==> src/rbap_pkg.sv <==
// shared constants, codes and types of the bulk/array request parser
// no dependencies; imported by every module and interface of the block
package rbap_pkg;

   localparam int LENGTH_BITS   = 32;
   localparam int ACC_WIDE_BITS = LENGTH_BITS + 4;
   localparam int CFG_BITS      = 31;
   localparam int ELEM_BITS     = 31;
   localparam int CMP_BITS      = (LENGTH_BITS > CFG_BITS) ? LENGTH_BITS : CFG_BITS;
   localparam int BYTE_BITS     = 8;
   localparam int CSR_IDX_BITS  = 1;

   localparam logic [LENGTH_BITS-1:0] LEN_CAP = {1'b1, {(LENGTH_BITS-1){1'b0}}};

   localparam logic [CFG_BITS-1:0] MAX_BULK_RESET  = CFG_BITS'(536870912);
   localparam logic [CFG_BITS-1:0] MAX_ARRAY_RESET = CFG_BITS'(1048576);

   localparam logic [BYTE_BITS-1:0] CHAR_CR     = 8'h0D;
   localparam logic [BYTE_BITS-1:0] CHAR_LF     = 8'h0A;
   localparam logic [BYTE_BITS-1:0] CHAR_DOLLAR = 8'h24;
   localparam logic [BYTE_BITS-1:0] CHAR_STAR   = 8'h2A;
   localparam logic [BYTE_BITS-1:0] CHAR_MINUS  = 8'h2D;
   localparam logic [BYTE_BITS-1:0] CHAR_PLUS   = 8'h2B;
   localparam logic [BYTE_BITS-1:0] CHAR_ZERO   = 8'h30;
   localparam logic [BYTE_BITS-1:0] CHAR_NINE   = 8'h39;

   typedef enum logic [2:0] {
      PH_TYPE,
      PH_HFIRST,
      PH_HBODY,
      PH_HLF,
      PH_PAYLOAD,
      PH_TRAIL1,
      PH_TRAIL2
   } phase_type;

   typedef enum logic [1:0] {
      RT_PAYLOAD,
      RT_EMPTY,
      RT_NULL,
      RT_ERROR
   } result_kind_type;

   typedef enum logic [2:0] {
      ERR_NONE,
      ERR_UNKNOWN_TYPE,
      ERR_BAD_LENGTH,
      ERR_NON_BULK,
      ERR_OVER_LIMIT
   } error_kind_type;

   typedef enum logic [CSR_IDX_BITS-1:0] {
      CSR_MAX_BULK,
      CSR_MAX_ARRAY
   } csr_index_type;

   typedef struct packed {
      logic [1:0]           result_type;
      logic [BYTE_BITS-1:0] payload_byte;
      logic                 last_of_string;
      logic                 last_of_message;
      logic [2:0]           error_code;
   } rsp_item_type;

   typedef struct packed {
      logic         valid;
      rsp_item_type item;
   } step_result_type;

endpackage

==> src/rbap_channels.sv <==
// valid/ready channel interfaces for request bytes and parser results
// depends on rbap_pkg
interface rbap_req_if import rbap_pkg::*; ();
   logic                 valid;
   logic                 ready;
   logic [BYTE_BITS-1:0] data_byte;

   modport source (output valid, output data_byte, input ready);
   modport sink (input valid, input data_byte, output ready);
endinterface

interface rbap_rsp_if import rbap_pkg::*; ();
   logic                 valid;
   logic                 ready;
   logic [1:0]           result_type;
   logic [BYTE_BITS-1:0] payload_byte;
   logic                 last_of_string;
   logic                 last_of_message;
   logic [2:0]           error_code;

   modport source (output valid, output result_type, output payload_byte,
                   output last_of_string, output last_of_message, output error_code,
                   input ready);
   modport sink (input valid, input result_type, input payload_byte,
                 input last_of_string, input last_of_message, input error_code,
                 output ready);
endinterface

==> src/rbap_in_stage.sv <==
// input register of the parser: holds one request byte until the core takes it
// depends on rbap_pkg and rbap_req_if
module rbap_in_stage import rbap_pkg::*; (
   input  logic                 clock,
   input  logic                 reset,
   rbap_req_if.sink             req_chan,
   input  logic                 advance,
   output logic                 byte_valid,
   output logic [BYTE_BITS-1:0] byte_data
);

   logic                 valid_ff;
   logic                 valid_in;
   logic [BYTE_BITS-1:0] byte_ff;
   logic                 accept;

   assign req_chan.ready = !valid_ff || advance;
   assign accept         = req_chan.valid && req_chan.ready;

   always_comb begin
      if (accept) begin
         valid_in = 1'b1;
      end else if (advance) begin
         valid_in = 1'b0;
      end else begin
         valid_in = valid_ff;
      end
   end

   always_ff @(posedge clock) begin
      if (reset) begin
         valid_ff <= 1'b0;
      end else begin
         valid_ff <= valid_in;
      end
   end

   always_ff @(posedge clock) begin
      if (accept) begin
         byte_ff <= req_chan.data_byte;
      end
   end

   assign byte_valid = valid_ff;
   assign byte_data  = byte_ff;

endmodule

==> src/rbap_core.sv <==
// parser state machine, length decoder and limit registers
// depends on rbap_pkg
module rbap_core import rbap_pkg::*; (
   input  logic                    clock,
   input  logic                    reset,
   input  logic                    csr_write_en,
   input  logic [CSR_IDX_BITS-1:0] csr_index,
   input  logic [CFG_BITS-1:0]     csr_write_data,
   input  logic                    step_en,
   input  logic [BYTE_BITS-1:0]    data_byte,
   output step_result_type         result
);

   logic [CFG_BITS-1:0]    max_bulk_ff;
   logic [CFG_BITS-1:0]    max_array_ff;

   phase_type              phase_ff, phase_in;
   logic                   header_is_array_ff, header_is_array_in;
   logic [LENGTH_BITS-1:0] length_ff, length_in;
   logic                   negative_ff, negative_in;
   logic                   digit_seen_ff, digit_seen_in;
   logic                   digits_ended_ff, digits_ended_in;
   logic [ELEM_BITS-1:0]   payload_rem_ff, payload_rem_in;
   logic [ELEM_BITS-1:0]   elems_rem_ff, elems_rem_in;
   logic                   inside_array_ff, inside_array_in;

   // byte and header decode
   logic                     is_digit, is_cr, is_lf;
   logic [3:0]               digit_val;
   logic [ACC_WIDE_BITS-1:0] acc_wide;
   logic [LENGTH_BITS-1:0]   acc_digit;
   logic                     len_zero, len_one, neg_nonzero, null_len;
   logic                     hdr_bad, array_quiet, hdr_over, hdr_fail;
   logic [CMP_BITS-1:0]      len_cmp;
   logic [ELEM_BITS-1:0]     len_elem;
   error_kind_type           hdr_err;
   logic [ELEM_BITS-1:0]     elems_dec;
   logic                     hdr_lom;
   logic [ELEM_BITS-1:0]     payload_dec;
   logic                     payload_last;
   logic                     cur_msg_end;
   logic                     type_ok;
   error_kind_type           type_err;
   logic                     clear_all;

   always_ff @(posedge clock) begin
      if (reset) begin
         max_bulk_ff  <= MAX_BULK_RESET;
         max_array_ff <= MAX_ARRAY_RESET;
      end else if (csr_write_en) begin
         unique case (csr_index)
            CSR_MAX_BULK:  max_bulk_ff  <= csr_write_data;
            CSR_MAX_ARRAY: max_array_ff <= csr_write_data;
            default: ;
         endcase
      end
   end

   always_comb begin
      is_digit  = (data_byte >= CHAR_ZERO) && (data_byte <= CHAR_NINE);
      is_cr     = (data_byte == CHAR_CR);
      is_lf     = (data_byte == CHAR_LF);
      digit_val = 4'(data_byte - CHAR_ZERO);
      // length * 10 + digit, saturating at the cap
      acc_wide  = (ACC_WIDE_BITS'(length_ff) << 3) + (ACC_WIDE_BITS'(length_ff) << 1)
                + ACC_WIDE_BITS'(digit_val);
      acc_digit = (acc_wide > ACC_WIDE_BITS'(LEN_CAP)) ? LEN_CAP : LENGTH_BITS'(acc_wide);

      len_zero    = (length_ff == '0);
      len_one     = (length_ff == LENGTH_BITS'(1));
      neg_nonzero = negative_ff && !len_zero;
      null_len    = neg_nonzero && len_one;
      hdr_bad     = !digit_seen_ff || (length_ff >= LEN_CAP) || (neg_nonzero && !len_one);
      len_cmp     = CMP_BITS'(length_ff);
      len_elem    = ELEM_BITS'(len_cmp);
      array_quiet = header_is_array_ff && (null_len || len_zero);
      hdr_over    = header_is_array_ff ? (len_cmp > CMP_BITS'(max_array_ff))
                                       : (!null_len && (len_cmp > CMP_BITS'(max_bulk_ff)));
      hdr_fail    = hdr_bad || (!array_quiet && hdr_over);
      hdr_err     = hdr_bad ? ERR_BAD_LENGTH : ERR_OVER_LIMIT;

      elems_dec   = (inside_array_ff && (elems_rem_ff != '0)) ? elems_rem_ff - ELEM_BITS'(1)
                                                              : elems_rem_ff;
      hdr_lom     = !inside_array_ff || (elems_dec == '0);
      payload_dec = payload_rem_ff - ELEM_BITS'(1);
      payload_last = (payload_dec == '0);
      cur_msg_end = !inside_array_ff || (elems_rem_ff == '0);

      type_ok  = inside_array_ff ? (data_byte == CHAR_DOLLAR)
                                 : ((data_byte == CHAR_DOLLAR) || (data_byte == CHAR_STAR));
      type_err = inside_array_ff ? ERR_NON_BULK : ERR_UNKNOWN_TYPE;
   end

   // next phase
   always_comb begin
      phase_in = phase_ff;
      unique case (phase_ff)
         PH_HFIRST: begin
            phase_in = is_cr ? PH_HLF : PH_HBODY;
         end
         PH_HBODY: begin
            if (is_cr) begin
               phase_in = PH_HLF;
            end
         end
         PH_HLF: begin
            if (is_lf) begin
               if (hdr_fail || header_is_array_ff || null_len) begin
                  phase_in = PH_TYPE;
               end else if (len_zero) begin
                  phase_in = PH_TRAIL1;
               end else begin
                  phase_in = PH_PAYLOAD;
               end
            end else if (!is_cr) begin
               phase_in = PH_HBODY;
            end
         end
         PH_PAYLOAD: begin
            if (payload_last) begin
               phase_in = PH_TRAIL1;
            end
         end
         PH_TRAIL1: phase_in = PH_TRAIL2;
         PH_TRAIL2: phase_in = PH_TYPE;
         default: begin
            phase_in = type_ok ? PH_HFIRST : PH_TYPE;
         end
      endcase
   end

   // datapath state and result
   always_comb begin
      header_is_array_in = header_is_array_ff;
      length_in          = length_ff;
      negative_in        = negative_ff;
      digit_seen_in      = digit_seen_ff;
      digits_ended_in    = digits_ended_ff;
      payload_rem_in     = payload_rem_ff;
      elems_rem_in       = elems_rem_ff;
      inside_array_in    = inside_array_ff;
      clear_all          = 1'b0;
      result             = '0;

      unique case (phase_ff)
         PH_HFIRST: begin
            if (data_byte == CHAR_MINUS) begin
               negative_in = 1'b1;
            end else if (data_byte == CHAR_PLUS) begin
               negative_in = negative_ff;
            end else if (is_digit) begin
               length_in     = acc_digit;
               digit_seen_in = 1'b1;
            end else if (!is_cr) begin
               digits_ended_in = 1'b1;
            end
         end
         PH_HBODY: begin
            if (!is_cr) begin
               if (is_digit && !digits_ended_ff) begin
                  length_in     = acc_digit;
                  digit_seen_in = 1'b1;
               end else begin
                  digits_ended_in = 1'b1;
               end
            end
         end
         PH_HLF: begin
            if (!is_lf) begin
               // lone cr in the header ends the digits
               digits_ended_in = 1'b1;
            end else if (hdr_fail) begin
               clear_all                = 1'b1;
               result.valid             = 1'b1;
               result.item.result_type  = RT_ERROR;
               result.item.error_code   = hdr_err;
            end else if (header_is_array_ff) begin
               if (array_quiet) begin
                  clear_all = 1'b1;
               end else begin
                  inside_array_in = 1'b1;
                  elems_rem_in    = len_elem;
               end
            end else begin
               elems_rem_in = elems_dec;
               if (null_len) begin
                  if (hdr_lom) begin
                     inside_array_in = 1'b0;
                  end
                  result.valid                = 1'b1;
                  result.item.result_type     = RT_NULL;
                  result.item.last_of_string  = 1'b1;
                  result.item.last_of_message = hdr_lom;
               end else if (len_zero) begin
                  result.valid                = 1'b1;
                  result.item.result_type     = RT_EMPTY;
                  result.item.last_of_string  = 1'b1;
                  result.item.last_of_message = hdr_lom;
               end else begin
                  payload_rem_in = len_elem;
               end
            end
         end
         PH_PAYLOAD: begin
            payload_rem_in              = payload_dec;
            result.valid                = 1'b1;
            result.item.result_type     = RT_PAYLOAD;
            result.item.payload_byte    = data_byte;
            result.item.last_of_string  = payload_last;
            result.item.last_of_message = payload_last && cur_msg_end;
         end
         PH_TRAIL1: begin
            clear_all = 1'b0;
         end
         PH_TRAIL2: begin
            if (cur_msg_end) begin
               inside_array_in = 1'b0;
            end
         end
         default: begin
            if (!type_ok) begin
               clear_all               = 1'b1;
               result.valid            = 1'b1;
               result.item.result_type = RT_ERROR;
               result.item.error_code  = type_err;
            end else begin
               header_is_array_in = (data_byte == CHAR_STAR);
               length_in          = '0;
               negative_in        = 1'b0;
               digit_seen_in      = 1'b0;
               digits_ended_in    = 1'b0;
            end
         end
      endcase

      if (clear_all) begin
         header_is_array_in = 1'b0;
         length_in          = '0;
         negative_in        = 1'b0;
         digit_seen_in      = 1'b0;
         digits_ended_in    = 1'b0;
         payload_rem_in     = '0;
         elems_rem_in       = '0;
         inside_array_in    = 1'b0;
      end
   end

   always_ff @(posedge clock) begin
      if (reset) begin
         phase_ff           <= PH_TYPE;
         header_is_array_ff <= 1'b0;
         length_ff          <= '0;
         negative_ff        <= 1'b0;
         digit_seen_ff      <= 1'b0;
         digits_ended_ff    <= 1'b0;
         payload_rem_ff     <= '0;
         elems_rem_ff       <= '0;
         inside_array_ff    <= 1'b0;
      end else if (step_en) begin
         phase_ff           <= phase_in;
         header_is_array_ff <= header_is_array_in;
         length_ff          <= length_in;
         negative_ff        <= negative_in;
         digit_seen_ff      <= digit_seen_in;
         digits_ended_ff    <= digits_ended_in;
         payload_rem_ff     <= payload_rem_in;
         elems_rem_ff       <= elems_rem_in;
         inside_array_ff    <= inside_array_in;
      end
   end

endmodule

==> src/rbap_out_stage.sv <==
// result register of the parser, drives the result channel
// depends on rbap_pkg and rbap_rsp_if
module rbap_out_stage import rbap_pkg::*; (
   input  logic         clock,
   input  logic         reset,
   input  logic         load,
   input  rsp_item_type item,
   output logic         can_take,
   rbap_rsp_if.source   rsp_chan
);

   logic         valid_ff;
   logic         valid_in;
   rsp_item_type item_ff;

   assign can_take = !valid_ff || rsp_chan.ready;

   always_comb begin
      if (load) begin
         valid_in = 1'b1;
      end else if (rsp_chan.ready) begin
         valid_in = 1'b0;
      end else begin
         valid_in = valid_ff;
      end
   end

   always_ff @(posedge clock) begin
      if (reset) begin
         valid_ff <= 1'b0;
      end else begin
         valid_ff <= valid_in;
      end
   end

   always_ff @(posedge clock) begin
      if (load) begin
         item_ff <= item;
      end
   end

   assign rsp_chan.valid           = valid_ff;
   assign rsp_chan.result_type     = item_ff.result_type;
   assign rsp_chan.payload_byte    = item_ff.payload_byte;
   assign rsp_chan.last_of_string  = item_ff.last_of_string;
   assign rsp_chan.last_of_message = item_ff.last_of_message;
   assign rsp_chan.error_code      = item_ff.error_code;

endmodule

==> src/resp_bulk_array_parser.sv <==
// top level of the bulk string / array request parser
// depends on rbap_pkg, rbap_channels, rbap_in_stage, rbap_core, rbap_out_stage
//
// usage
//  - req_chan carries the raw request stream, one byte per transaction
//  - rsp_chan carries at most one result per byte: a payload byte, an empty
//    or null string marker, or an error with its code
//  - csr_write_en / csr_index / csr_write_data set the bulk length limit
//    (index 0) and the array count limit (index 1); write only while idle
//  - a byte lands in the input register; when the result register has room,
//    the state machine updates and loads any result into the result register
//  - throughput: one byte per cycle unless rsp_chan stalls, set by the single
//    state update per byte
//  - bytes that finish nothing (headers, trailers) give no transaction
//  - when rsp_chan stalls, one more byte is still taken into the input
//    register, then req_chan.ready drops until the result register drains
//  - reset (synchronous) empties both registers, returns the parser to
//    expecting a type byte and restores the default limits
module resp_bulk_array_parser import rbap_pkg::*; (
   input  logic                    clock,
   input  logic                    reset,
   rbap_req_if.sink                req_chan,
   rbap_rsp_if.source              rsp_chan,
   input  logic                    csr_write_en,
   input  logic [CSR_IDX_BITS-1:0] csr_index,
   input  logic [CFG_BITS-1:0]     csr_write_data
);

   logic                 byte_valid;
   logic [BYTE_BITS-1:0] byte_data;
   logic                 can_take;
   logic                 advance;
   step_result_type      step_result;

   // a byte is processed when the result register has room
   assign advance = byte_valid && can_take;

   rbap_in_stage u_in_stage (
      .clock      (clock),
      .reset      (reset),
      .req_chan   (req_chan),
      .advance    (advance),
      .byte_valid (byte_valid),
      .byte_data  (byte_data)
   );

   rbap_core u_core (
      .clock          (clock),
      .reset          (reset),
      .csr_write_en   (csr_write_en),
      .csr_index      (csr_index),
      .csr_write_data (csr_write_data),
      .step_en        (advance),
      .data_byte      (byte_data),
      .result         (step_result)
   );

   // only bytes that complete something load the result register
   rbap_out_stage u_out_stage (
      .clock    (clock),
      .reset    (reset),
      .load     (advance && step_result.valid),
      .item     (step_result.item),
      .can_take (can_take),
      .rsp_chan (rsp_chan)
   );

endmodule

==> src/flat_wrapper.sv <==
// flat-port wrapper written by rule: the top's interface ports become plain ports
module resp_bulk_array_parser_flat import rbap_pkg::*;
  (clock, reset, csr_write_en, csr_index, csr_write_data, req_chan_valid, req_chan_data_byte, req_chan_ready, rsp_chan_valid, rsp_chan_result_type, rsp_chan_payload_byte, rsp_chan_last_of_string, rsp_chan_last_of_message, rsp_chan_error_code, rsp_chan_ready);
  rbap_req_if req_chan_i ();
  rbap_rsp_if rsp_chan_i ();
  input  logic clock;
  input  logic reset;
  input  logic csr_write_en;
  input  logic [CSR_IDX_BITS-1:0] csr_index;
  input  logic [CFG_BITS-1:0] csr_write_data;
  input wire logic [$bits(req_chan_i.valid)-1:0] req_chan_valid;
  input wire logic [$bits(req_chan_i.data_byte)-1:0] req_chan_data_byte;
  output wire logic [$bits(req_chan_i.ready)-1:0] req_chan_ready;
  output wire logic [$bits(rsp_chan_i.valid)-1:0] rsp_chan_valid;
  output wire logic [$bits(rsp_chan_i.result_type)-1:0] rsp_chan_result_type;
  output wire logic [$bits(rsp_chan_i.payload_byte)-1:0] rsp_chan_payload_byte;
  output wire logic [$bits(rsp_chan_i.last_of_string)-1:0] rsp_chan_last_of_string;
  output wire logic [$bits(rsp_chan_i.last_of_message)-1:0] rsp_chan_last_of_message;
  output wire logic [$bits(rsp_chan_i.error_code)-1:0] rsp_chan_error_code;
  input wire logic [$bits(rsp_chan_i.ready)-1:0] rsp_chan_ready;
  assign req_chan_i.valid = req_chan_valid;
  assign req_chan_i.data_byte = req_chan_data_byte;
  assign req_chan_ready = req_chan_i.ready;
  assign rsp_chan_valid = rsp_chan_i.valid;
  assign rsp_chan_result_type = rsp_chan_i.result_type;
  assign rsp_chan_payload_byte = rsp_chan_i.payload_byte;
  assign rsp_chan_last_of_string = rsp_chan_i.last_of_string;
  assign rsp_chan_last_of_message = rsp_chan_i.last_of_message;
  assign rsp_chan_error_code = rsp_chan_i.error_code;
  assign rsp_chan_i.ready = rsp_chan_ready;
  resp_bulk_array_parser u_core (.clock(clock), .reset(reset), .req_chan(req_chan_i), .rsp_chan(rsp_chan_i), .csr_write_en(csr_write_en), .csr_index(csr_index), .csr_write_data(csr_write_data));
endmodule
==> config.mk <==
export PLATFORM = sky130hd
export DESIGN_NAME = resp_bulk_array_parser_flat
export DESIGN_NICKNAME = d
export VERILOG_FILES = /design/src/rbap_pkg.sv /design/src/rbap_channels.sv /design/src/rbap_in_stage.sv /design/src/rbap_core.sv /design/src/rbap_out_stage.sv /design/src/resp_bulk_array_parser.sv /design/src/flat_wrapper.sv
export SDC_FILE = /design/constraint.sdc
export NUM_CORES = 1
export LEC_CHECK = 0
export ABC_AREA = 1
export BUFFER_PORTS_ARGS = -buffer_cell sky130_fd_sc_hd__buf_2
export CORE_UTILIZATION = 40
export DETAILED_ROUTE_END_ITERATION = 7
export PLACE_DENSITY_LB_ADDON = 0.2
export SETUP_SLACK_MARGIN = 0.3
export SYNTH_ARGS = -nofsm -noshare
export SYNTH_HDL_FRONTEND = slang
export SYNTH_SLANG_ARGS = --single-unit
==> constraint.sdc <==
create_clock -name clock -period 7.9 [get_ports clock]
set_input_delay 1.58 -clock clock [delete_from_list [all_inputs] [get_ports clock]]
set_output_delay 1.58 -clock clock [all_outputs]
set_load 0.1 [all_outputs]
==> metrics.yaml <==
clock_network:
  cts-htree-levels: 4
  cts_tree: "yes"
  cts-hold-fix-buffers: 0
  clk_transition_reported_paths_ns: 0.08
  worst_skew_pair_later_pin_latency_ns: 0.46
  cts.repair_timing.setup_buffer_count: 0
  cts_root_cell: "sky130_fd_sc_hd__clkbuf_16"
  cts.sink_count: 189
  clock_tree.buffer_depth: 2
  cts_made_buffers: 17
  post_cts_resize_count: 0
route:
  route.detailed.vias_per_inst: 5.29
  route.final.wire_length_mm: 53.1
  first_pass_iters: 8
  drt-wirelength-per-cell_um: 17.2
  drt_iter0_drc: 1570
  drc: 0
  vias: 16352
  ant_nets: 0
synthesis:
  synth_area_per_cell_um2: 6.07
  yosys.area.top_type: "sky130_fd_sc_hd__dfxtp_1"
  asyncSetResetFlopFracSynth_pct: 0
  postSynthNetCount: 2729
  synth_edf_count: 23
  postSynthCellCount: 2554
  yosys_warnings: 0
  synth.yosys.seq_area_share_pct: 25.9
  synth_cell_types: 45
  yosys_register_bits: 189
  synth_common_cells: "sky130_fd_sc_hd__nand2_1, sky130_fd_sc_hd__nor2_1, sky130_fd_sc_hd__inv_1, sky130_fd_sc_hd__a21oi_1, sky130_fd_sc_hd__dfxtp_1"
  synth.most_common_cell: "sky130_fd_sc_hd__nand2_1"
  synth_top_area_share_pct: 21.4
  post_synth_main_area_contributors: "sky130_fd_sc_hd__dfxtp_1, sky130_fd_sc_hd__nand2_1, sky130_fd_sc_hd__ha_1, sky130_fd_sc_hd__nor2_1, sky130_fd_sc_hd__inv_1"
  mappedNetlistArea_um2: 15500
  postSynth.topFlopCell: "sky130_fd_sc_hd__dfxtp_1"
finish:
  finish.net_count: 2740
  post-route-cell-area_um2: 16800
  postLayoutCoreUtil_pct: 44.3
  layout-drive-gt1-share_pct: 5.86
  syn_to_final_growth_pct: 8.40
  antenna_cells_inserted: 0
global_routing:
  number_of_antenna_violations_at_the_first_check_in_global_routing: 0
  grt_remaining_overflow: 0
  grt_first_pass_wirelength_mm: 83.5
  track_usage_pct: 27.4
  largest_net_degree_at_the_start_of_global_routing: 99
  vias_in_the_first_global_route: 15070
floorplanning:
  fp-row-count: 71
  design.portCount: 62
  die_area_um2: 39600
  core_region_area_um2: 37900
  floorplan.initialDensity_pct: 40.9
  chipWidth_um: 199
  fp.dieH_um: 199
timing:
  max_frequency_ghz: 0.219
  fin_worst_hold_slack_ns: 0.462
  worst_pin_slew_ns: 1.22
  setup_total_negative_slack_ns: 0
  slew_headroom_pct: 18.6
  rsz0062_at_grt: "no"
  final_min_period_over_clock_period_pct: 57.8
  fin_crit_ns: 4.56
  report.final.slew_viol_count: 0
  setup_viol: 0
  final_hold_violating_endpoints: 0
  final.setup_skew_ns: 0.0138
pwr:
  total_power_w: 0.00269
  power-per-cell-area_nw_per_um2: 160
  vdd_drop_max_v: 0.000173
  static_power_due_to_leakage_nw: 8.45
placed_design:
  place_area_um2: 16200
  place_congestion: 0.985
  io_buffers: 61
  placed_wire_length_estimate_mm: 39.3
status:
  status: "finished, final reports clean"
critical_path:
  critPathKind: "reg -> reg"
  cp-end-kind: "flip-flop"
  critical_path.max_fanout: 29
  arrival_ns: 4.95
  start_kind: "flip-flop"
  worst-endpoint-required_ns: 8.29
worst_hold_path:
  worst_hold_path_type: "reg -> reg"
flow_run:
  maxCapViolations: 0
## worst paths after layout
check | start | end | slack, ns | depth (start not counted)
max | u_core.u_core.len_cmp[2]$_SDFFE_PP0P_ | u_core.u_core.len_cmp[9]$_SDFFE_PP0P_ | 3.34 | 20
min | u_core.u_core.max_array_ff[11]$_SDFFE_PP0P_ | u_core.u_core.max_array_ff[11]$_SDFFE_PP0P_ | 0.46 | 2
max reg2reg | u_core.u_core.len_cmp[2]$_SDFFE_PP0P_ | u_core.u_core.len_cmp[9]$_SDFFE_PP0P_ | 3.34 | 20
min reg2reg | u_core.u_core.max_array_ff[11]$_SDFFE_PP0P_ | u_core.u_core.max_array_ff[11]$_SDFFE_PP0P_ | 0.46 | 2
## where the power goes
| part | switching (W) | leakage, nW | internal (W) |
|---|---|---|---|
| clock | 0.000423 | 0.297 | 0.000502 |
| sequential | 0.0000370 | 1.58 | 0.00102 |
| combinational | 0.000505 | 6.58 | 0.000200 |
| total | 0.000965 | 8.45 | 0.00173 |
## metrics by stage
step	setup slack, ns	std cells
4_1_cts	3.35	3089
2_1_floorplan	3.93	2554
3_3_place_gp	3.41	3057
3_5_place_dp	3.37	3057
5_1_grt	2.90	3089
6_report	3.34	3089
## critical path, cell delays in order, from the launching register on
cell,delay [ns]
sky130_fd_sc_hd__dfxtp_1,0.48
sky130_fd_sc_hd__fa_1,0.60
sky130_fd_sc_hd__inv_1,0.07
sky130_fd_sc_hd__fa_1,0.45
sky130_fd_sc_hd__inv_1,0.17
sky130_fd_sc_hd__nand3_1,0.09
sky130_fd_sc_hd__nand3_1,0.18
sky130_fd_sc_hd__nand2_1,0.13
sky130_fd_sc_hd__nand2_1,0.19
sky130_fd_sc_hd__nand2_1,0.07
sky130_fd_sc_hd__nand2_1,0.13
sky130_fd_sc_hd__nand3_1,0.11
sky130_fd_sc_hd__nand3_1,0.08
sky130_fd_sc_hd__nand3_1,0.10
sky130_fd_sc_hd__nor2_2,0.21
sky130_fd_sc_hd__nand2_1,0.14
sky130_fd_sc_hd__nand2_1,0.79
sky130_fd_sc_hd__nand2_1,0.13
sky130_fd_sc_hd__nor2_1,0.14
sky130_fd_sc_hd__nand2_1,0.07
sky130_fd_sc_hd__a21oi_1,0.14
## area by class of cell
cell class | count | area (um2)
multi-input combinational | 1932 | 9810
clock inverter | 12 | 148
inverter | 350 | 1320
tap | 511 | 639
timing repair buffer | 75 | 410
clock buffer | 20 | 468
fill | 4094 | 21100
sequential | 189 | 4010
## kinds of logic after synthesis
family / share of synthesized area [%]
and+or+nand+nor: 36.6
xor gates and xnor gates: 2.82
AOI/OAI and AO/OA: 13.2
buffers and inverters: 10.9
DFF: 25.9
adders and majority gates: 10.6
## registers in the layout (all words and copies together) (netlist names), 2 cells and up
signal / count
u_core.u_out_stage.rsp_chan.error_code: 3
u_core.u_core.payload_rem_ff: 31
u_core.u_core.elems_rem_ff: 31
u_core.u_core.max_array_ff: 31
u_core.u_core.phase_ff: 3
u_core.u_core.len_cmp: 32
u_core.u_out_stage.rsp_chan.result_type: 2
u_core.u_out_stage.rsp_chan.payload_byte: 8
u_core.u_core.max_bulk_ff: 31
u_core.u_in_stage.byte_data: 8
## cell usage in the layout, fill, tap and decap left out, drive strengths merged, types with 2 or more instances in the layout
master,synthesis,layout
a211oi,13,13
a21oi,195,195
a31oi,2,2
and2,4,4
buf,28,75
bufinv,0,2
clkbuf,55,20
clkinv,2,4
clkinvlp,0,2
dfxtp,166,166
edfxtp,23,23
fa,2,2
ha,128,128
inv,348,354
nand2,791,791
nand3,133,133
nand3b,8,8
nand4,46,46
nor2,368,368
nor3,17,17
nor3b,2,2
nor4,7,7
o2111ai,14,14
o211ai,17,17
o21a,4,4
o21ai,122,122
o21bai,5,5
xnor2,12,12
xor2,38,38
## layer usage
layer	GRT usage (%)	share of wire, %	vias up
li1	-	-	8174
met1	36.4	45	7491
met2	43.7	44	560
met3	3.78	6.6	127
met4	13.1	4.5	0
met5	0	0	-
Note: power is estimated with default switching activity, not from simulation.
